`config.mk`:
```
export PLATFORM = sky130hd
export DESIGN_NAME = humidity_sensor_frame_checker_core
export DESIGN_NICKNAME = d
export VERILOG_FILES = /design/src/hfc_pkg.sv /design/src/humidity_sensor_frame_checker_core.sv /design/src/hfc_front.sv /design/src/hfc_queue.sv /design/src/hfc_back.sv
export SDC_FILE = /design/constraint.sdc
export NUM_CORES = 1
export LEC_CHECK = 0
export BUFFER_PORTS_ARGS = -buffer_cell sky130_fd_sc_hd__buf_2
export CORE_ASPECT_RATIO = 0.7
export CORE_UTILIZATION = 55
export CTS_BUF_LIST = sky130_fd_sc_hd__clkbuf_16
export DETAILED_ROUTE_END_ITERATION = 8
export PLACE_DENSITY = 0.74
export SLEW_MARGIN = 30
export SYNTH_ARGS = -nofsm -noshare
export SYNTH_HDL_FRONTEND = slang
export SYNTH_HIERARCHICAL = 1
export SYNTH_SLANG_ARGS = --single-unit
```
`constraint.sdc`:
```
create_clock -name clk -period 6.4 [get_ports clk]
set_input_delay 0.64 -clock clk [delete_from_list [all_inputs] [get_ports clk]]
set_output_delay 0.64 -clock clk [all_outputs]
set_load 0.05 [all_outputs]
```
`src/hfc_pkg.sv`:
```
`default_nettype none

package hfc_pkg;

	// Depth of the record queue between front and back
	localparam int QueueDepth = 4;

	// CRC-8, poly x^8+x^5+x^4+1, MSB first, no final xor
	localparam logic [7:0] CrcPoly = 8'h31;
	localparam logic [7:0] CrcInit = 8'hFF;

	// Conversion constants
	localparam logic [10:0] TempSpan   = 11'd1750;
	localparam logic [10:0] TempOffset = 11'd450;
	localparam logic [6:0]  HumSpan    = 7'd100;
	localparam logic [15:0] FullScale  = 16'hFFFF;

	localparam int OutWidth = 24;

	// Byte position within the six-byte reply
	typedef enum logic [2:0] {
		POS_T_HI  = 3'd0,
		POS_T_LO  = 3'd1,
		POS_T_CRC = 3'd2,
		POS_H_HI  = 3'd3,
		POS_H_LO  = 3'd4,
		POS_H_CRC = 3'd5
	} pos_t;

	// One checked reply, handed from front to back
	typedef struct packed {
		logic        temp_ok;
		logic        hum_ok;
		logic [15:0] raw_temp;
		logic [15:0] raw_hum;
	} hfc_rec_t;

	function automatic logic [7:0] crc8_byte(input logic [7:0] crc, input logic [7:0] b);
		logic [7:0] c;
		c = crc ^ b;
		for (int i = 0; i < 8; i++) begin
			c = c[7] ? ((c << 1) ^ CrcPoly) : (c << 1);
		end
		return c;
	endfunction

endpackage

`default_nettype wire

```
`src/humidity_sensor_frame_checker_core.sv`:
```
// A reply's sixth byte queues a record; s1, s2 and the output register then carry its result.
// One byte per cycle while the record queue has room; tready drops only when it is full.
// Back end (multiply, divide by 65535, output register): one record per cycle while unstalled.
// Reset: arst_n low clears byte position, running CRC, queue and all valid flags at once;
// the first byte after reset counts as byte 0 of a reply even without a start mark.
`default_nettype none

module humidity_sensor_frame_checker_core
	import hfc_pkg::*;
#(
	parameter int QUEUE_DEPTH = QueueDepth
) (
	input  wire logic                 clk,
	input  wire logic                 arst_n,
	// input byte stream
	input  wire logic                 s_axis_tvalid,
	output logic                      s_axis_tready,
	input  wire logic [7:0]           s_axis_tdata,   // [7:0] data_byte
	input  wire logic                 s_axis_tuser,   // [0] frame_start
	// result stream, one transfer per complete reply
	output logic                      m_axis_tvalid,
	input  wire logic                 m_axis_tready,
	// [0] frame_ok, [1] temp_crc_ok, [2] hum_crc_ok, [14:3] temperature_tenths,
	// [21:15] humidity_percent, [23:22] zero
	output logic [OutWidth-1:0]       m_axis_tdata
);

	logic     byte_fire;
	logic     push;
	hfc_rec_t push_rec;
	logic     q_full;
	logic     q_not_empty;
	logic     q_pop;
	hfc_rec_t q_rec;

	// Ready ignores the byte contents; a byte transfer can push at most one record
	assign s_axis_tready = !q_full;
	assign byte_fire     = s_axis_tvalid && s_axis_tready;

	// Front: byte position, running CRC, raw word capture
	hfc_front u_front (
		.clk         (clk),
		.arst_n      (arst_n),
		.byte_fire   (byte_fire),
		.data_byte   (s_axis_tdata),
		.frame_start (s_axis_tuser),
		.push        (push),
		.push_rec    (push_rec)
	);

	// Queue of checked replies, lets the result side stall independently
	hfc_queue #(
		.DEPTH (QUEUE_DEPTH)
	) u_queue (
		.clk       (clk),
		.arst_n    (arst_n),
		.push      (push),
		.push_rec  (push_rec),
		.full      (q_full),
		.not_empty (q_not_empty),
		.pop       (q_pop),
		.pop_rec   (q_rec)
	);

	// Back: unit conversion and output register
	hfc_back u_back (
		.clk       (clk),
		.arst_n    (arst_n),
		.rec_valid (q_not_empty),
		.rec       (q_rec),
		.rec_pop   (q_pop),
		.out_valid (m_axis_tvalid),
		.out_ready (m_axis_tready),
		.out_data  (m_axis_tdata)
	);

endmodule

`default_nettype wire

```
`src/hfc_front.sv`:
```
`default_nettype none

module hfc_front
	import hfc_pkg::*;
(
	input  wire logic       clk,
	input  wire logic       arst_n,
	input  wire logic       byte_fire,
	input  wire logic [7:0] data_byte,
	input  wire logic       frame_start,
	output logic            push,
	output hfc_rec_t        push_rec
);

	pos_t        pos_q;
	logic [7:0]  crc_q;
	logic        temp_ok_q;
	logic [15:0] raw_temp_q;
	logic [15:0] raw_hum_q;

	pos_t       pos_eff;
	pos_t       pos_nxt;
	logic [7:0] crc_base;
	logic [7:0] crc_nxt;
	logic       crc_match;

	// a start mark restarts the frame on this very byte
	assign pos_eff   = frame_start ? POS_T_HI : pos_q;
	assign crc_base  = frame_start ? CrcInit : crc_q;
	assign crc_nxt   = crc8_byte(crc_base, data_byte);
	assign crc_match = (crc_base == data_byte);

	always_comb begin
		case (pos_eff)
			POS_T_HI:  pos_nxt = POS_T_LO;
			POS_T_LO:  pos_nxt = POS_T_CRC;
			POS_T_CRC: pos_nxt = POS_H_HI;
			POS_H_HI:  pos_nxt = POS_H_LO;
			POS_H_LO:  pos_nxt = POS_H_CRC;
			POS_H_CRC: pos_nxt = POS_T_HI;
			default:   pos_nxt = POS_T_LO;
		endcase
	end

	assign push     = byte_fire && (pos_eff == POS_H_CRC);
	assign push_rec = '{temp_ok: temp_ok_q, hum_ok: crc_match,
		raw_temp: raw_temp_q, raw_hum: raw_hum_q};

	always_ff @(posedge clk or negedge arst_n) begin
		if (!arst_n) begin
			pos_q     <= POS_T_HI;
			crc_q     <= CrcInit;
			temp_ok_q <= 1'b0;
		end else if (byte_fire) begin
			pos_q <= pos_nxt;
			case (pos_eff)
				POS_T_LO:  crc_q <= crc_nxt;
				POS_T_CRC: begin
					temp_ok_q <= crc_match;
					crc_q     <= CrcInit;
				end
				POS_H_HI:  crc_q <= crc_nxt;
				POS_H_LO:  crc_q <= crc_nxt;
				POS_H_CRC: crc_q <= CrcInit;
				default:   crc_q <= crc_nxt;
			endcase
		end
	end

	always_ff @(posedge clk) begin
		if (byte_fire) begin
			case (pos_eff)
				POS_T_LO:  raw_temp_q[7:0] <= data_byte;
				POS_T_CRC: ;
				POS_H_HI:  raw_hum_q <= {data_byte, 8'h00};
				POS_H_LO:  raw_hum_q[7:0] <= data_byte;
				POS_H_CRC: ;
				default:   raw_temp_q <= {data_byte, 8'h00};
			endcase
		end
	end

endmodule

`default_nettype wire

```
`src/hfc_queue.sv`:
```
`default_nettype none

module hfc_queue
	import hfc_pkg::*;
#(
	parameter int DEPTH = QueueDepth
) (
	input  wire logic      clk,
	input  wire logic      arst_n,
	input  wire logic      push,
	input  hfc_rec_t       push_rec,
	output logic           full,
	output logic           not_empty,
	input  wire logic      pop,
	output hfc_rec_t       pop_rec
);

	localparam int AW = (DEPTH > 1) ? $clog2(DEPTH) : 1;
	localparam int CW = $clog2(DEPTH + 1);

	hfc_rec_t        entry_q [DEPTH];
	logic [AW-1:0]   wr_ptr_q;
	logic [AW-1:0]   rd_ptr_q;
	logic [CW-1:0]   count_q;

	function automatic logic [AW-1:0] ptr_inc(input logic [AW-1:0] p);
		return (p == AW'(DEPTH - 1)) ? '0 : p + AW'(1);
	endfunction

	assign full      = (count_q == CW'(DEPTH));
	assign not_empty = (count_q != '0);
	assign pop_rec   = entry_q[rd_ptr_q];

	always_ff @(posedge clk or negedge arst_n) begin
		if (!arst_n) begin
			wr_ptr_q <= '0;
			rd_ptr_q <= '0;
			count_q  <= '0;
		end else begin
			if (push) wr_ptr_q <= ptr_inc(wr_ptr_q);
			if (pop)  rd_ptr_q <= ptr_inc(rd_ptr_q);
			if (push && !pop)      count_q <= count_q + CW'(1);
			else if (pop && !push) count_q <= count_q - CW'(1);
		end
	end

	always_ff @(posedge clk) begin
		if (push) entry_q[wr_ptr_q] <= push_rec;
	end

endmodule

`default_nettype wire

```
`src/hfc_back.sv`:
```
`default_nettype none

module hfc_back
	import hfc_pkg::*;
(
	input  wire logic                clk,
	input  wire logic                arst_n,
	input  wire logic                rec_valid,
	input  hfc_rec_t                 rec,
	output logic                     rec_pop,
	output logic                     out_valid,
	input  wire logic                out_ready,
	output logic [OutWidth-1:0]      out_data
);

	// s1: scaled raw words
	logic        v_s1;
	logic        tok_s1, hok_s1;
	logic [26:0] xt_s1;
	logic [22:0] xh_s1;
	// s2: quotients by 65535
	logic        v_s2;
	logic        tok_s2, hok_s2;
	logic [26:0] xt_s2;
	logic [10:0] qt_s2;
	logic [6:0]  qh_s2;
	// s3: output register
	logic        v_q;
	logic [OutWidth-1:0] data_q;

	logic en1, en2, en3;
	logic [26:0] sum_t;
	logic [22:0] sum_h;
	logic [26:0] prod_t;
	logic        rem_nz;
	logic        below_zero;
	logic        fok;
	logic [12:0] tval;
	logic [11:0] temp_out;
	logic [6:0]  hum_out;

	assign en3     = !v_q || out_ready;
	assign en2     = !v_s2 || en3;
	assign en1     = !v_s1 || en2;
	assign rec_pop = rec_valid && en1;

	// floor(x / 65535) = (x + (x >> 16) + 1) >> 16 for x below 2^32 - 1
	assign sum_t = xt_s1 + 27'(xt_s1[26:16]) + 27'd1;
	assign sum_h = xh_s1 + 23'(xh_s1[22:16]) + 23'd1;

	// truncation toward zero: negative results with a remainder round up
	assign prod_t     = 27'(qt_s2) * 27'(FullScale);
	assign rem_nz     = (xt_s2 != prod_t);
	assign below_zero = (qt_s2 < TempOffset);
	assign fok        = tok_s2 && hok_s2;
	assign tval       = 13'(qt_s2) - 13'(TempOffset) + 13'(rem_nz && below_zero);
	assign temp_out   = fok ? tval[11:0] : '0;
	assign hum_out    = fok ? qh_s2 : '0;

	always_ff @(posedge clk or negedge arst_n) begin
		if (!arst_n) begin
			v_s1 <= 1'b0;
			v_s2 <= 1'b0;
			v_q  <= 1'b0;
		end else begin
			if (en1) v_s1 <= rec_valid;
			if (en2) v_s2 <= v_s1;
			if (en3) v_q  <= v_s2;
		end
	end

	always_ff @(posedge clk) begin
		if (rec_pop) begin
			tok_s1 <= rec.temp_ok;
			hok_s1 <= rec.hum_ok;
			xt_s1  <= 27'(TempSpan) * 27'(rec.raw_temp);
			xh_s1  <= 23'(HumSpan) * 23'(rec.raw_hum);
		end
		if (en2 && v_s1) begin
			tok_s2 <= tok_s1;
			hok_s2 <= hok_s1;
			xt_s2  <= xt_s1;
			qt_s2  <= sum_t[26:16];
			qh_s2  <= sum_h[22:16];
		end
		if (en3 && v_s2) begin
			data_q <= {2'b00, hum_out, temp_out, hok_s2, tok_s2, fok};
		end
	end

	assign out_valid = v_q;
	assign out_data  = data_q;

endmodule

`default_nettype wire

```
==> results.toml <==
[worst_setup_path]
cpPeakStageDelay_ns = 0.61
r2r_slack_ns = -0.58
rr_worst_depth = 26
timing.rr.end = "u_back/out_data[13]$_SDFFCE_PN0P_"
slowest_stage = "fa_2"
path_buf_inv = 4
end_kind = "flip-flop"
crit_family = "adder cells"
arrival_ns = 7.29
cp-start-kind = "flip-flop"
worst-setup-path-type = "reg -> reg"
worst_r2r_startpoint = "u_back/qt_s2[5]$_DFFE_PP_"
crit_top_cell = "fa_2"
required_ns = 6.70
critPathMaxFanout = 3

[global_routing]
grt_pass1_vias = 13100
globalRouteOverflowTotal = 0
grt_start_max_net_pins = 53
antenna_found_initial = 1
grt_pass1_wl_um = 69500
grt_util_all_layers_pct = 23.4

[cells_and_area]
post-route-cell-area_mm2 = 0.0240
final_cell_mix = "edfxtp_1 (285), inv_1 (238), ha_1 (213), buf_4 (153), fa_1 (119)"
seq_area_mm2 = 0.00912
area_growth_pct = 15.9
layout_commonest_cell = "edfxtp_1"
nNetsFinal = 2193
fillCellCount = 2625
multi_input_area_mm2 = 0.0109
drive_gt1_share_pct = 20.1
diodes = 0

[timing]
rsz0062_at_grt = "yes"
worst_slack_ns = -0.583
slew_viol_final = 0
min_period_ns = 6.98
finalCritPeriodShare_pct = 109
hold_viol_final = 0
skew_ns = 0.0123
setup-violations-final = 10
fmax_mhz = 143
worstMarginPinSlew_ns = 0.991
hold_ws_ns = 0.0847
maxSlewHeadroom_pct = 33.9
tns_ns = -3.64

[cts]
clk_latency_ns = 0.57
numCtsBuffers = 30
cts_sinks = 307
path_clk_slew_ns = 0.07
h-tree-depth = 1
cts_tree = "done"
hold_buffers = 0
clockBufferDepth = 3
clockRootBuffer = "clkbuf_16"

[floorplan]
die_h_um = 164
num_io_pins = 39
die_w_um = 234
core_mm2 = 0.0371
row_count = 59
start_util_pct = 55.9
dieArea_mm2 = 0.0385

[synth]
synth_edf_count = 285
ys.flop_type = "edfxtp_1"
ys_seq_area_share_pct = 44.0
syn_inst = 1632
yosys-top-cells-area = "edfxtp_1 (41%), ha_1 (14%), fa_1 (12%)"
yosys_warnings = 6
ys_ff_latch = 307
yosysUniqueCellTypes = 79
synth_top_area_cell = "edfxtp_1"
synth_top_area_share_pct = 41.3
synth_area_per_cell_um2 = 12.7
async_flop_share_pct = 7.17
syn_area_mm2 = 0.0207

[outcome]
failed_checks = "DRC, setup timing"
status = "complete, but fails checks"

[place]
placed_area_mm2 = 0.0225
portBuffers = 36
dpl_worst_slack_ns = -0.707
dpl.hpwl_um = 32600
gp_congestion = 0.902

[detailed_routing]
wl_per_cell_um = 18.5
firstDrtPassIters = 9
vias_per_cell = 5.54
ant_nets = 0
drcViolationCount = 5
wl_um = 43300
vias = 13000
first_iter_violations = 992

[worst_hold_path]
hp-class = "in -> async"

[run]
max_cap_violations = 0
-- state kept, by name, summed over array words and instances, names as in the netlist --
register and count:
u_back/v_s2 1, u_front/pos_q 3, u_front/crc_q 8, u_back/qt_s2 11, u_front/raw_temp_q 16, u_back/xt_s2 26
u_queue/count_q 3, u_back/tok_s1 1, u_back/xt_s1 26, u_back/hok_s1 1, u_back/out_data 22, u_queue/rd_ptr_q 2
u_front/temp_ok_q 1, u_back/xh_s1 21, u_back/hok_s2 1, u_queue/entry_q 136, u_queue/wr_ptr_q 2, u_back/v_s1 1
u_back/out_valid 1, u_front/raw_hum_q 16, u_back/qh_s2 7, u_back/tok_s2 1
-- kinds of logic after synthesis --
kind of cell	Yosys count	synth area share (%)
DFF	307	44.0
adders and majority gates	355	26.0
AOI/OAI and AO/OA	213	6.82
and+or+nand+nor	304	7.55
buffers and inverters	277	5.48
muxes	45	4.37
other	1	0.0181
xor gates and xnor gates	130	5.76
-- cells in the mapped netlist (all sizes together), types with 17 or more instances --
| master | n |
|---|---|
| a21o | 17 |
| a21oi | 72 |
| and2 | 20 |
| and3 | 22 |
| buf | 22 |
| edfxtp | 285 |
| fa | 128 |
| ha | 227 |
| inv | 242 |
| mux4 | 34 |
| nand2 | 57 |
| nand3 | 37 |
| nor2 | 71 |
| nor3 | 21 |
| o21ai | 37 |
| xnor2 | 90 |
| xor2 | 36 |
-- routing by layer --
| layer | wire, um | up-vias | GRT usage (%) |
|---|---|---|---|
| li1 | - | 6171 | - |
| met4 | 594 | 0 | 3.93 |
| met1 | 20700 | 6379 | 35.0 |
| met2 | 19600 | 354 | 37.0 |
| met3 | 2450 | 47 | 3.13 |
| met5 | 0 | - | 0 |
-- metrics by stage --
stage,util (%),std cells
floorplan,-,1633
global placement,60.6,2264
detailed placement,60.6,2264
CTS,64.1,2326
global route,64.7,2337
finish,64.7,2337
-- how the worst max path moves through the flow --
stage	cells past startpoint	to	startpoint
floorplan	25	u_back/out_data[13]$_SDFFCE_PN0P_	u_back/qt_s2[9]$_DFFE_PP_
global placement	26	u_back/out_data[13]$_SDFFCE_PN0P_	u_back/qt_s2[4]$_DFFE_PP_
detailed placement	25	u_back/out_data[13]$_SDFFCE_PN0P_	u_back/qt_s2[4]$_DFFE_PP_
CTS	28	u_back/out_data[11]$_SDFFCE_PN0P_	u_back/qt_s2[3]$_DFFE_PP_
global route	26	u_back/out_data[13]$_SDFFCE_PN0P_	u_back/qt_s2[5]$_DFFE_PP_
finish	26	u_back/out_data[13]$_SDFFCE_PN0P_	u_back/qt_s2[5]$_DFFE_PP_
-- what timing repair did --
action                                  in CTS  in global routing
endpoints found under the setup margin      11                 15
pin swaps                                   39                 39
setup buffers                                8                 12
resized for setup                           33                 30
-- cell type report --
class	count	share of cell area, %
sequential	307	37.9
clock inverter	26	1.39
inverter	242	3.78
clock buffer	30	3.12
timing repair buffer	195	5.85
tap	488	2.54
multi-input combinational	1049	45.4
Power is left out: the tool's default activity adds up to more than one toggle a clock period on the data nets, which glitch-free logic cannot reach.
